--- config.mk ---
export PLATFORM = sky130hd
export DESIGN_NAME = date_minus_days_top
export DESIGN_NICKNAME = d
export VERILOG_FILES = /design/src/rtl/dmd_pkg.sv /design/src/rtl/date_minus_days_top.sv /design/src/rtl/dmd_ucode_rom.sv /design/src/rtl/dmd_sequencer.sv /design/src/rtl/dmd_datapath.sv
export SDC_FILE = /design/constraint.sdc
export NUM_CORES = 1
export LEC_CHECK = 0
export BUFFER_PORTS_ARGS = -buffer_cell sky130_fd_sc_hd__clkbuf_2
export CAP_MARGIN = 10
export CORE_MARGIN = 10
export CORE_UTILIZATION = 56
export DETAILED_ROUTE_END_ITERATION = 8
export HOLD_SLACK_MARGIN = 0.15
export PLACE_DENSITY_LB_ADDON = 0.12
export SKIP_CTS_REPAIR_TIMING = 1
export SLEW_MARGIN = 25
export SYNTH_ARGS = -nofsm -noshare
export SYNTH_HDL_FRONTEND = slang
export SYNTH_HIERARCHICAL = 1
export SYNTH_SLANG_ARGS = --single-unit
export TNS_END_PERCENT = 1
--- constraint.sdc ---
create_clock -name clock -period 15.7 [get_ports clock]
set_clock_uncertainty 0.05 [all_clocks]
set_input_delay 3.14 -clock clock [delete_from_list [all_inputs] [get_ports clock]]
set_output_delay 3.14 -clock clock [all_outputs]
set_load 0.01 [all_outputs]
--- src/rtl/dmd_pkg.sv ---
// ---------------------------------------------------------------------------
// dmd_pkg
// Types, constants and the month length table of the date subtractor.
// ---------------------------------------------------------------------------
package dmd_pkg;

   typedef struct packed {
      logic [4:0]  day_in;
      logic [3:0]  month_in;
      logic [13:0] year_in;
      logic [15:0] days_back;
   } req_type;

   typedef struct packed {
      logic [4:0]  day_out;
      logic [3:0]  month_out;
      logic [13:0] year_out;
      logic [1:0]  status;
   } rsp_type;

   localparam logic [1:0] ST_OK        = 2'd0;
   localparam logic [1:0] ST_BAD_DATE  = 2'd1;
   localparam logic [1:0] ST_UNDERFLOW = 2'd2;

   localparam logic [13:0] YEAR_MAX    = 14'd9999;
   localparam logic [3:0]  MONTH_JAN   = 4'd1;
   localparam logic [3:0]  MONTH_FEB   = 4'd2;
   localparam logic [3:0]  MONTH_DEC   = 4'd12;
   localparam logic [4:0]  DAYS_LONG   = 5'd31;
   localparam logic [8:0]  DAYS_YEAR   = 9'd365;
   localparam logic [6:0]  YEARS_CENT  = 7'd100;
   localparam logic [6:0]  CENT_LAST   = 7'd99;
   // floor(y / 100) == (y * CENT_RECIP) >> CENT_SHIFT for all 14-bit y
   localparam logic [12:0] CENT_RECIP  = 13'd5243;
   localparam int          CENT_SHIFT  = 19;

   typedef logic [3:0] upc_type;

   localparam upc_type UA_WAIT    = 4'd0;
   localparam upc_type UA_SPLIT_Q = 4'd1;
   localparam upc_type UA_SPLIT_R = 4'd2;
   localparam upc_type UA_CHECK   = 4'd3;
   localparam upc_type UA_YEAR    = 4'd4;
   localparam upc_type UA_MONTH   = 4'd5;
   localparam upc_type UA_M_END   = 4'd6;
   localparam upc_type UA_DONE    = 4'd7;
   localparam upc_type UA_BAD     = 4'd8;
   localparam upc_type UA_EMIT    = 4'd9;

   typedef enum logic [3:0] {
      OP_NOP,
      OP_LOAD,
      OP_SPLIT_Q,
      OP_SPLIT_R,
      OP_YEAR_BACK,
      OP_MONTH_BACK,
      OP_FINISH,
      OP_SET_BAD,
      OP_SET_UNDER,
      OP_EMIT
   } op_type;

   typedef enum logic [2:0] {
      CD_NEVER,
      CD_NO_REQ,
      CD_BAD_DATE,
      CD_YEAR_BLOCKED,
      CD_MONTH_STOP,
      CD_N_LT_D,
      CD_OUT_BUSY
   } cond_type;

   // taken: go to jump_addr, skip op; not taken: do op, go to next_addr
   typedef struct packed {
      cond_type cond;
      upc_type  jump_addr;
      op_type   op;
      upc_type  next_addr;
   } ctrl_type;

   typedef struct packed {
      logic no_req;
      logic bad_date;
      logic year_blocked;
      logic month_stop;
      logic n_lt_d;
      logic out_busy;
   } flags_type;

   function automatic logic [4:0] days_in(input logic [3:0] month, input logic leap);
      logic [4:0] len;
      unique case (month)
         4'd1, 4'd3, 4'd5, 4'd7, 4'd8, 4'd10, 4'd12: len = DAYS_LONG;
         4'd4, 4'd6, 4'd9, 4'd11:                    len = 5'd30;
         MONTH_FEB:                                  len = leap ? 5'd29 : 5'd28;
         default:                                    len = 5'd0;
      endcase
      return len;
   endfunction

endpackage

--- src/rtl/date_minus_days_top.sv ---
// ---------------------------------------------------------------------------
// date_minus_days_top
// Gregorian calendar date minus a count of days.
// ---------------------------------------------------------------------------
// A request carries a date (day, month, year) and a count of days back on
// req_payload; it is taken when req_valid and req_ready are both high. The
// response on rsp_payload gives the earlier date and a status: ok, invalid
// input date, or a result before year one (date fields then zero).
// One request is worked at a time. A microcoded sequencer splits the year
// into century and year of century, checks the date, then steps back one
// whole year per cycle from 31 December and otherwise one month at a time,
// checking for a whole year again after each month. req_ready rises in the
// same cycle as rsp_valid, so the next request can be taken while that
// response is on offer.
// The response sits in an output register: a stalled receiver holds
// rsp_valid and the payload, and the next request is still accepted and
// worked up to the point of handing over its response.
// Synchronous reset clears the sequencer to wait for a request and drops
// any pending response.
// ---------------------------------------------------------------------------
module date_minus_days_top (
   input  logic             clock,
   input  logic             reset,
   input  logic             req_valid,
   output logic             req_ready,
   input  dmd_pkg::req_type req_payload,
   output logic             rsp_valid,
   input  logic             rsp_ready,
   output dmd_pkg::rsp_type rsp_payload
);

   dmd_pkg::flags_type flags;
   dmd_pkg::op_type    op;

   dmd_sequencer u_seq (
      .clock     (clock),
      .reset     (reset),
      .flags     (flags),
      .op        (op),
      .req_ready (req_ready)
   );

   dmd_datapath u_dp (
      .clock       (clock),
      .reset       (reset),
      .op          (op),
      .req_valid   (req_valid),
      .req_payload (req_payload),
      .flags       (flags),
      .rsp_valid   (rsp_valid),
      .rsp_ready   (rsp_ready),
      .rsp_payload (rsp_payload)
   );

endmodule

--- src/rtl/dmd_ucode_rom.sv ---
// ---------------------------------------------------------------------------
// dmd_ucode_rom
// Control store of the date subtractor sequencer.
// ---------------------------------------------------------------------------
module dmd_ucode_rom (
   input  dmd_pkg::upc_type  addr,
   output dmd_pkg::ctrl_type ctrl
);

   always_comb begin
      unique case (addr)
         dmd_pkg::UA_WAIT: ctrl = '{dmd_pkg::CD_NO_REQ, dmd_pkg::UA_WAIT,
                                    dmd_pkg::OP_LOAD, dmd_pkg::UA_SPLIT_Q};
         dmd_pkg::UA_SPLIT_Q: ctrl = '{dmd_pkg::CD_NEVER, dmd_pkg::UA_WAIT,
                                       dmd_pkg::OP_SPLIT_Q, dmd_pkg::UA_SPLIT_R};
         dmd_pkg::UA_SPLIT_R: ctrl = '{dmd_pkg::CD_NEVER, dmd_pkg::UA_WAIT,
                                       dmd_pkg::OP_SPLIT_R, dmd_pkg::UA_CHECK};
         dmd_pkg::UA_CHECK: ctrl = '{dmd_pkg::CD_BAD_DATE, dmd_pkg::UA_BAD,
                                     dmd_pkg::OP_NOP, dmd_pkg::UA_YEAR};
         dmd_pkg::UA_YEAR: ctrl = '{dmd_pkg::CD_YEAR_BLOCKED, dmd_pkg::UA_MONTH,
                                    dmd_pkg::OP_YEAR_BACK, dmd_pkg::UA_YEAR};
         dmd_pkg::UA_MONTH: ctrl = '{dmd_pkg::CD_MONTH_STOP, dmd_pkg::UA_M_END,
                                     dmd_pkg::OP_MONTH_BACK, dmd_pkg::UA_YEAR};
         dmd_pkg::UA_M_END: ctrl = '{dmd_pkg::CD_N_LT_D, dmd_pkg::UA_DONE,
                                     dmd_pkg::OP_SET_UNDER, dmd_pkg::UA_EMIT};
         dmd_pkg::UA_DONE: ctrl = '{dmd_pkg::CD_NEVER, dmd_pkg::UA_WAIT,
                                    dmd_pkg::OP_FINISH, dmd_pkg::UA_EMIT};
         dmd_pkg::UA_BAD: ctrl = '{dmd_pkg::CD_NEVER, dmd_pkg::UA_WAIT,
                                   dmd_pkg::OP_SET_BAD, dmd_pkg::UA_EMIT};
         dmd_pkg::UA_EMIT: ctrl = '{dmd_pkg::CD_OUT_BUSY, dmd_pkg::UA_EMIT,
                                    dmd_pkg::OP_EMIT, dmd_pkg::UA_WAIT};
         default: ctrl = '{dmd_pkg::CD_NEVER, dmd_pkg::UA_WAIT,
                           dmd_pkg::OP_NOP, dmd_pkg::UA_WAIT};
      endcase
   end

endmodule

--- src/rtl/dmd_sequencer.sv ---
// ---------------------------------------------------------------------------
// dmd_sequencer
// Step counter with conditional jumps over the control store.
// ---------------------------------------------------------------------------
module dmd_sequencer (
   input  logic               clock,
   input  logic               reset,
   input  dmd_pkg::flags_type flags,
   output dmd_pkg::op_type    op,
   output logic               req_ready
);

   dmd_pkg::upc_type  upc_ff;
   dmd_pkg::upc_type  upc_in;
   dmd_pkg::ctrl_type ctrl;
   logic              taken;

   dmd_ucode_rom u_rom (
      .addr (upc_ff),
      .ctrl (ctrl)
   );

   always_comb begin
      unique case (ctrl.cond)
         dmd_pkg::CD_NEVER:        taken = 1'b0;
         dmd_pkg::CD_NO_REQ:       taken = flags.no_req;
         dmd_pkg::CD_BAD_DATE:     taken = flags.bad_date;
         dmd_pkg::CD_YEAR_BLOCKED: taken = flags.year_blocked;
         dmd_pkg::CD_MONTH_STOP:   taken = flags.month_stop;
         dmd_pkg::CD_N_LT_D:       taken = flags.n_lt_d;
         dmd_pkg::CD_OUT_BUSY:     taken = flags.out_busy;
         default:                  taken = 1'b0;
      endcase
   end

   assign upc_in    = taken ? ctrl.jump_addr : ctrl.next_addr;
   assign op        = taken ? dmd_pkg::OP_NOP : ctrl.op;
   assign req_ready = (upc_ff == dmd_pkg::UA_WAIT);

   always_ff @(posedge clock) begin
      if (reset) begin
         upc_ff <= dmd_pkg::UA_WAIT;
      end else begin
         upc_ff <= upc_in;
      end
   end

endmodule

--- src/rtl/dmd_datapath.sv ---
// ---------------------------------------------------------------------------
// dmd_datapath
// Date registers, year split, month and year borrow, and result register.
// ---------------------------------------------------------------------------
module dmd_datapath (
   input  logic               clock,
   input  logic               reset,
   input  dmd_pkg::op_type    op,
   input  logic               req_valid,
   input  dmd_pkg::req_type   req_payload,
   output dmd_pkg::flags_type flags,
   output logic               rsp_valid,
   input  logic               rsp_ready,
   output dmd_pkg::rsp_type   rsp_payload
);

   logic [4:0]       d_ff, d_in;
   logic [3:0]       m_ff, m_in;
   logic [13:0]      y_ff, y_in;
   logic [15:0]      n_ff, n_in;
   logic [7:0]       yq_ff, yq_in;
   logic [6:0]       yr_ff, yr_in;
   logic [1:0]       st_ff, st_in;
   logic             rsp_valid_ff, rsp_valid_in;
   dmd_pkg::rsp_type rsp_ff, rsp_in;

   logic [26:0] q_prod;
   logic [14:0] q_times;
   logic [13:0] r_diff;
   logic        leap;
   logic [4:0]  dim;
   logic [4:0]  dim_prev;
   logic [8:0]  year_len;
   logic        out_busy;

   assign q_prod   = y_ff * dmd_pkg::CENT_RECIP;
   assign q_times  = yq_ff * dmd_pkg::YEARS_CENT;
   assign r_diff   = y_ff - q_times[13:0];
   assign leap     = (yr_ff[1:0] == 2'd0) && ((yr_ff != 7'd0) || (yq_ff[1:0] == 2'd0));
   assign dim      = dmd_pkg::days_in(m_ff, leap);
   assign dim_prev = dmd_pkg::days_in(m_ff - 4'd1, leap);
   assign year_len = dmd_pkg::DAYS_YEAR + {8'd0, leap};
   assign out_busy = rsp_valid_ff && !rsp_ready;

   assign flags.no_req       = !req_valid;
   assign flags.bad_date     = (m_ff == 4'd0) || (m_ff > dmd_pkg::MONTH_DEC) ||
                               (y_ff == 14'd0) || (y_ff > dmd_pkg::YEAR_MAX) ||
                               (d_ff == 5'd0) || (d_ff > dim);
   assign flags.year_blocked = !((m_ff == dmd_pkg::MONTH_DEC) && (d_ff == dmd_pkg::DAYS_LONG) &&
                                 (n_ff >= {7'd0, year_len}) && (y_ff != 14'd1));
   assign flags.n_lt_d       = n_ff < {11'd0, d_ff};
   assign flags.month_stop   = flags.n_lt_d ||
                               ((m_ff == dmd_pkg::MONTH_JAN) && (y_ff == 14'd1));
   assign flags.out_busy     = out_busy;

   always_comb begin
      d_in         = d_ff;
      m_in         = m_ff;
      y_in         = y_ff;
      n_in         = n_ff;
      yq_in        = yq_ff;
      yr_in        = yr_ff;
      st_in        = st_ff;
      rsp_in       = rsp_ff;
      rsp_valid_in = rsp_valid_ff && !rsp_ready;
      unique case (op)
         dmd_pkg::OP_NOP: begin
         end
         dmd_pkg::OP_LOAD: begin
            if (req_valid) begin
               d_in = req_payload.day_in;
               m_in = req_payload.month_in;
               y_in = req_payload.year_in;
               n_in = req_payload.days_back;
            end
         end
         dmd_pkg::OP_SPLIT_Q: begin
            yq_in = q_prod[dmd_pkg::CENT_SHIFT +: 8];
         end
         dmd_pkg::OP_SPLIT_R: begin
            yr_in = r_diff[6:0];
         end
         dmd_pkg::OP_YEAR_BACK: begin
            n_in = n_ff - {7'd0, year_len};
            y_in = y_ff - 14'd1;
            if (yr_ff == 7'd0) begin
               yr_in = dmd_pkg::CENT_LAST;
               yq_in = yq_ff - 8'd1;
            end else begin
               yr_in = yr_ff - 7'd1;
            end
         end
         dmd_pkg::OP_MONTH_BACK: begin
            n_in = n_ff - {11'd0, d_ff};
            if (m_ff == dmd_pkg::MONTH_JAN) begin
               m_in = dmd_pkg::MONTH_DEC;
               d_in = dmd_pkg::DAYS_LONG;
               y_in = y_ff - 14'd1;
               if (yr_ff == 7'd0) begin
                  yr_in = dmd_pkg::CENT_LAST;
                  yq_in = yq_ff - 8'd1;
               end else begin
                  yr_in = yr_ff - 7'd1;
               end
            end else begin
               m_in = m_ff - 4'd1;
               d_in = dim_prev;
            end
         end
         dmd_pkg::OP_FINISH: begin
            d_in  = d_ff - n_ff[4:0];
            st_in = dmd_pkg::ST_OK;
         end
         dmd_pkg::OP_SET_BAD: begin
            st_in = dmd_pkg::ST_BAD_DATE;
         end
         dmd_pkg::OP_SET_UNDER: begin
            st_in = dmd_pkg::ST_UNDERFLOW;
         end
         dmd_pkg::OP_EMIT: begin
            if (!out_busy) begin
               rsp_valid_in = 1'b1;
               if (st_ff == dmd_pkg::ST_OK) begin
                  rsp_in = '{d_ff, m_ff, y_ff, dmd_pkg::ST_OK};
               end else begin
                  rsp_in = '{5'd0, 4'd0, 14'd0, st_ff};
               end
            end
         end
         default: begin
         end
      endcase
   end

   always_ff @(posedge clock) begin
      if (reset) begin
         rsp_valid_ff <= 1'b0;
         st_ff        <= dmd_pkg::ST_OK;
      end else begin
         rsp_valid_ff <= rsp_valid_in;
         st_ff        <= st_in;
      end
   end

   always_ff @(posedge clock) begin
      d_ff   <= d_in;
      m_ff   <= m_in;
      y_ff   <= y_in;
      n_ff   <= n_in;
      yq_ff  <= yq_in;
      yr_ff  <= yr_in;
      rsp_ff <= rsp_in;
   end

   assign rsp_valid   = rsp_valid_ff;
   assign rsp_payload = rsp_ff;

endmodule

Yosys cells after proc, flatten, opt, wreduce, memory -nomap -nowiden
Memory sizes are Yosys's and may differ from the RTL's. A register that Yosys moved wholly into a read port is not among the register bits.
Cells that the tools add are included.
{"block": "word_totals", "register_bits": 86, "romBits": 240, "input_bits": 43, "out_inout_bits": 27, "wordCells": 143, "memories": 1}
{"name": "(no name shown)", "words": 16, "width": 15, "rd": 1, "rd_ports_with_merged_regs": 1, "wr": 0, "line": "dmd_ucode_rom.sv:11", "source": "unique case (addr)"}
{"block": "classes", "n_addsub": 9, "mul": 2, "magnitude_cmp": 5, "n_eq_ne": 44, "n_mux": 26, "n_bitwise": 1, "n_reduce_logical": 42}
{"op": "== test 4 x 3 -> 1 bit (second input constant)", "n": 12}
{"op": "== test 4 bit (second input constant)", "n": 12}
{"op": "case mux 16 bit (3 select lines)", "n": 1}
{"op": "case mux 5 bit (3 select lines)", "n": 3}
{"op": "case mux 14 bit (3 select lines)", "n": 1}
{"op": "two-way mux 14 bit", "n": 2}
{"op": "multiplier 14 x 13 -> 27 bit (second input constant)", "n": 1}
{"op": "== test 4 x 2 -> 1 bit (second input constant)", "n": 6}
{"op": "case mux 8 bit (3 select lines)", "n": 1}
{"op": "case mux 7 bit (3 select lines)", "n": 1}
{"op": "two-way mux 4 bit", "n": 5}
{"op": ">= comparator 16 x 9 -> 1 bit", "n": 1}
{"op": "< comparator 16 x 5 -> 1 bit", "n": 1}
{"op": "two-way mux 16 bit", "n": 1}
{"op": "two-way mux 8 bit", "n": 2}
{"op": "subtractor 16 x 5 -> 16 bit", "n": 1}
{"op": "subtractor 16 x 9 -> 16 bit", "n": 1}
{"op": "nonzero test 3 bit", "n": 5}
{"op": "== test 14 x 1 -> 1 bit (second input constant)", "n": 1}
{"op": "> comparator 14 bit (second input constant)", "n": 1}
{"op": "logical NOT 14 bit", "n": 1}
{"op": "two-way mux 7 bit", "n": 2}
{"op": "!= test 14 x 1 -> 1 bit (second input constant)", "n": 1}
{"op": "OR reduction 7 bit", "n": 2}
{"op": "other kinds (35)", "n": 64}

Logic depth before layout (Yosys ltp)
{"block": "logic_depth", "depth_word": 13, "mapped_depth": 26, "ltp_nobuf": 23}

Modules after synthesis
Netlist, hierarchy kept.
{"module": "dmd_datapath", "instances": 1, "cells_per_inst": 902, "area_per_inst_um2": 8704.6, "seq_area_each_um2": 2342.2}
{"module": "dmd_ucode_rom", "instances": 1, "cells_per_inst": 46, "area_per_inst_um2": 322.8, "seq_area_each_um2": 0.0}
{"module": "dmd_sequencer", "instances": 1, "cells_per_inst": 31, "area_per_inst_um2": 279.0, "seq_area_each_um2": 80.1}

Worst setup path before layout
Ideal clock, no wire load.
{"block": "synth_timing", "path_kind": "input to register", "startpoint": "in rsp_ready", "endpoint": "reg u_dp.y_ff[0] (enable)", "setup_time_ns": 0.386, "arrival_time_ns": 6.236, "required_time_ns": 15.264, "setup_slack_ns": 9.028, "cell_stages": 10, "path_buffers": 2, "cell_sequence": "nor2b_1 > buf_4 > nand2_1 > o21ai_0 > o32ai_1 > and2_1 > clkbuf_1 > a21oi_1 > nor3_1 > nor2b_1"}
{"element": "start, declared", "line": "date_minus_days_top.sv:28", "source": "input logic rsp_ready,"}
{"element": "end signal, assigned", "line": "dmd_datapath.sv:148", "source": "y_ff <= y_in;"}
{"element": "end, declared", "line": "dmd_datapath.sv:19", "source": "logic [13:0] y_ff, y_in;"}

==> impl_metrics.yaml <==
status:
  status: "completed"
worst_setup_path:
  endpoint_kind: "register"
  crit_fanout: 12
  required_ns: 15.86
  worstSetupPathType: "reg -> reg"
  crit_arrival_ns: 6.80
  cp-start-kind: "register"
yosys:
  synth_top_area_frac: 0.2452
  synthesis.area_mm2: 0.009306
  muxShareOfSynthArea: 0.01412
  synthesis.nets: 1229
  synth_compound_area_frac: 0.1264
  async_flop_share: 0
  synth.top_cells.by_area: "edfxtp_1, ha_1, fa_1, inv_1, xnor2_1"
  synth-simple-area-share: 0.1382
  yosys_warnings: 6
  synth-main-ff-cell: "edfxtp_1"
  netlist_instances: 979
  synth_edf_count: 76
  synth_seq_area_share: 0.2603
  ys_types: 64
  synth.avg_cell_area_um2: 9.506
  synth-adder-area-share: 0.3315
  ys_ff_latch: 83
  synth_top_family_by_area: "adder cells"
  synth_area_leader_cell: "edfxtp_1"
  synth_xor_area_frac: 0.04894
sta:
  max_freq_ghz: 0.1505
  drv_slew: 0
  fin_crit_sh: 0.4232
  tightest_slew_ns: 0.9437
  rsz0062_at_grt: "false"
  finalSetupTns_ns: 0
  fin_crit_ns: 6.644
  hold_viol_final: 0
  setup_viol_count_final: 0
  max_slew_margin: 0.3700
detailed_routing:
  firstDrtPassIters: 5
  wl_per_cell_um: 17.50
  met3_length_um: 1630
  wl_met1_um: 10500
  dr.first_iter.drc_count: 453
  drc: 0
  wl_um: 22020
  antenna_left: 0
  routed_via_density: 5.586
  wl_met2_um: 9567
  top_layer: "met4"
  vias: 7027
die:
  die_h_um: 148.9
  die-area_mm2: 0.02218
  start_util: 0.5672
  core_area_mm2: 0.01641
  die_w_um: 148.9
  io_pins: 70
  rows: 47
cts:
  path_clk_slew_ns: 0.07
  cts_buffers: 9
  htreeDepth: 3
  cts_root_buffer: "clkbuf_16"
  cts_tree: "done"
  cts_sinks: 83
  cts_buffer_depth: 2
  clock_latency_ns: 0.35
grt:
  grt.total_usage: 0.2039
  grt_pass1_wl_um: 36370
  antenna_found_initial: 0
  grt_pass1_vias: 7066
  grt_max_degree: 61
  overflow: 0
placement:
  dp_hpwl_um: 17760
  io_buffers: 69
  gp_congestion: 0.8832
cells_and_area:
  final_cell_mix: "inv_1, ha_1, edfxtp_1"
  drive_gt1_frac: 0.1002
  syn_to_final_growth_pct: 8.753
  fill_cells: 1370
  antenna-diode-count: 0
  final_common_cell: "inv_1"
  nNetsFinal: 1283
min_path:
  hold_path_class: "reg -> reg"
job:
  cap_violations: 0
-- routing by layer --
| metal | track usage | vias to the layer above |
|---|---|---|
| met5 | 0 | - |
| met4 | 0.05299 | 0 |
| met3 | 0.04733 | 26 |
| met2 | 0.3012 | 184 |
| met1 | 0.2932 | 3342 |
| li1 | - | 3475 |
-- state kept, by name (all words and copies together), names as in the netlist, 2 cells and up --
name and count:
u_dp/st_ff 2, u_seq/upc_ff 4, u_dp/yq_ff 5, u_dp/y_ff 14, u_dp/yr_ff 7, u_dp/n_ff 16
u_dp/d_ff 5, u_dp/rsp_payload 25, u_dp/m_ff 4
-- synthesized netlist by cell type, types with 4 or more instances --
cell type,n
inv_1,161
edfxtp_1,76
xor2_1,13
buf_2,5
nand3b_1,4
dfxtp_1,7
and2_1,11
mux2i_1,12
fa_1,66
nand2b_1,17
o32ai_1,4
o21ai_1,7
o21a_1,5
a22oi_1,8
a211oi_1,4
a21oi_1,43
nand4_1,6
nand3_1,12
nor2_1,47
nor3_1,40
a221o_1,8
o31ai_1,6
nor2b_1,14
nand2_1,64
clkbuf_1,19
nor4_1,6
o211ai_1,5
a21o_1,11
o21ai_0,43
or3_1,11
xnor2_1,39
ha_1,141
nor3b_1,4
o22ai_1,9
-- through the flow --
| stage | instances | hold WS [ns] | setup WS, ns | area (µm²) | utilization |
|---|---|---|---|---|---|
| floorplan | 979 | 0.4833 | 9.028 | 9306 | - |
| global placement | 1242 | 0.5490 | 9.389 | 9822 | 0.5986 |
| detailed placement | 1242 | 0.5555 | 9.133 | 9822 | 0.5986 |
| CTS | 1258 | 0.5651 | 9.117 | 10120 | 0.6169 |
| global route | 1258 | 0.5969 | 8.426 | 10120 | 0.6169 |
| finish | 1258 | 0.5683 | 9.056 | 10120 | 0.6169 |
-- final cells by class --
cell class                      instances  area, µm²  area share
Clock buffer                            9      225.2     0.02225
Multi-Input combinational cell        705       6145      0.6071
Clock inverter                          7      73.82    0.007294
Sequential cell                        83       2422      0.2393
Inverter                              161      604.3     0.05971
Tap cell                              220      275.3     0.02720
Timing Repair Buffer                   73      375.4     0.03709
-- kinds of logic after synthesis --
group	Yosys count
flip-flops	83
multiplexers	13
buffers and inverters	191
AO/OA/AOI/OAI	181
adder cells (fa/ha/maj)	207
AND/OR/NAND/NOR	252
XOR/XNOR	52
-- worst max-delay path, cell delays in order, from the launching register on --
cell and delay, ns:
edfxtp_1 0.40, inv_1 0.08, ha_1 0.19, nor3b_1 0.40, nand3b_1 0.26, o21ai_1 0.48
ha_1 0.27, inv_1 0.06, fa_1 0.41, a31o_1 0.27, a31oi_1 0.33, o21ai_1 0.18
or3_1 0.42, nand3_1 0.07, mux2i_1 0.11, nor2b_1 0.23, o32ai_1 0.14, and2_1 0.29
nor2b_1 0.35, nor2b_1 0.69, nand2b_1 0.38, o22ai_1 0.25, nor2_1 0.06, o21ai_1 0.13
-- path summary, 6_finish.rpt --
kind,start,to,slack [ns],cells after the start
max reg2reg,u_dp/yr_ff[0],u_dp/n_ff[12],9.06,23
min,u_dp/yr_ff[0],u_dp/yr_ff[0],0.57,1
max,u_dp/yr_ff[0],u_dp/n_ff[12],9.06,23
min reg2reg,u_dp/yr_ff[0],u_dp/yr_ff[0],0.57,1
Power is left out: the tool's default activity adds up to more than one toggle a clock period on the data nets, which glitch-free logic cannot reach.
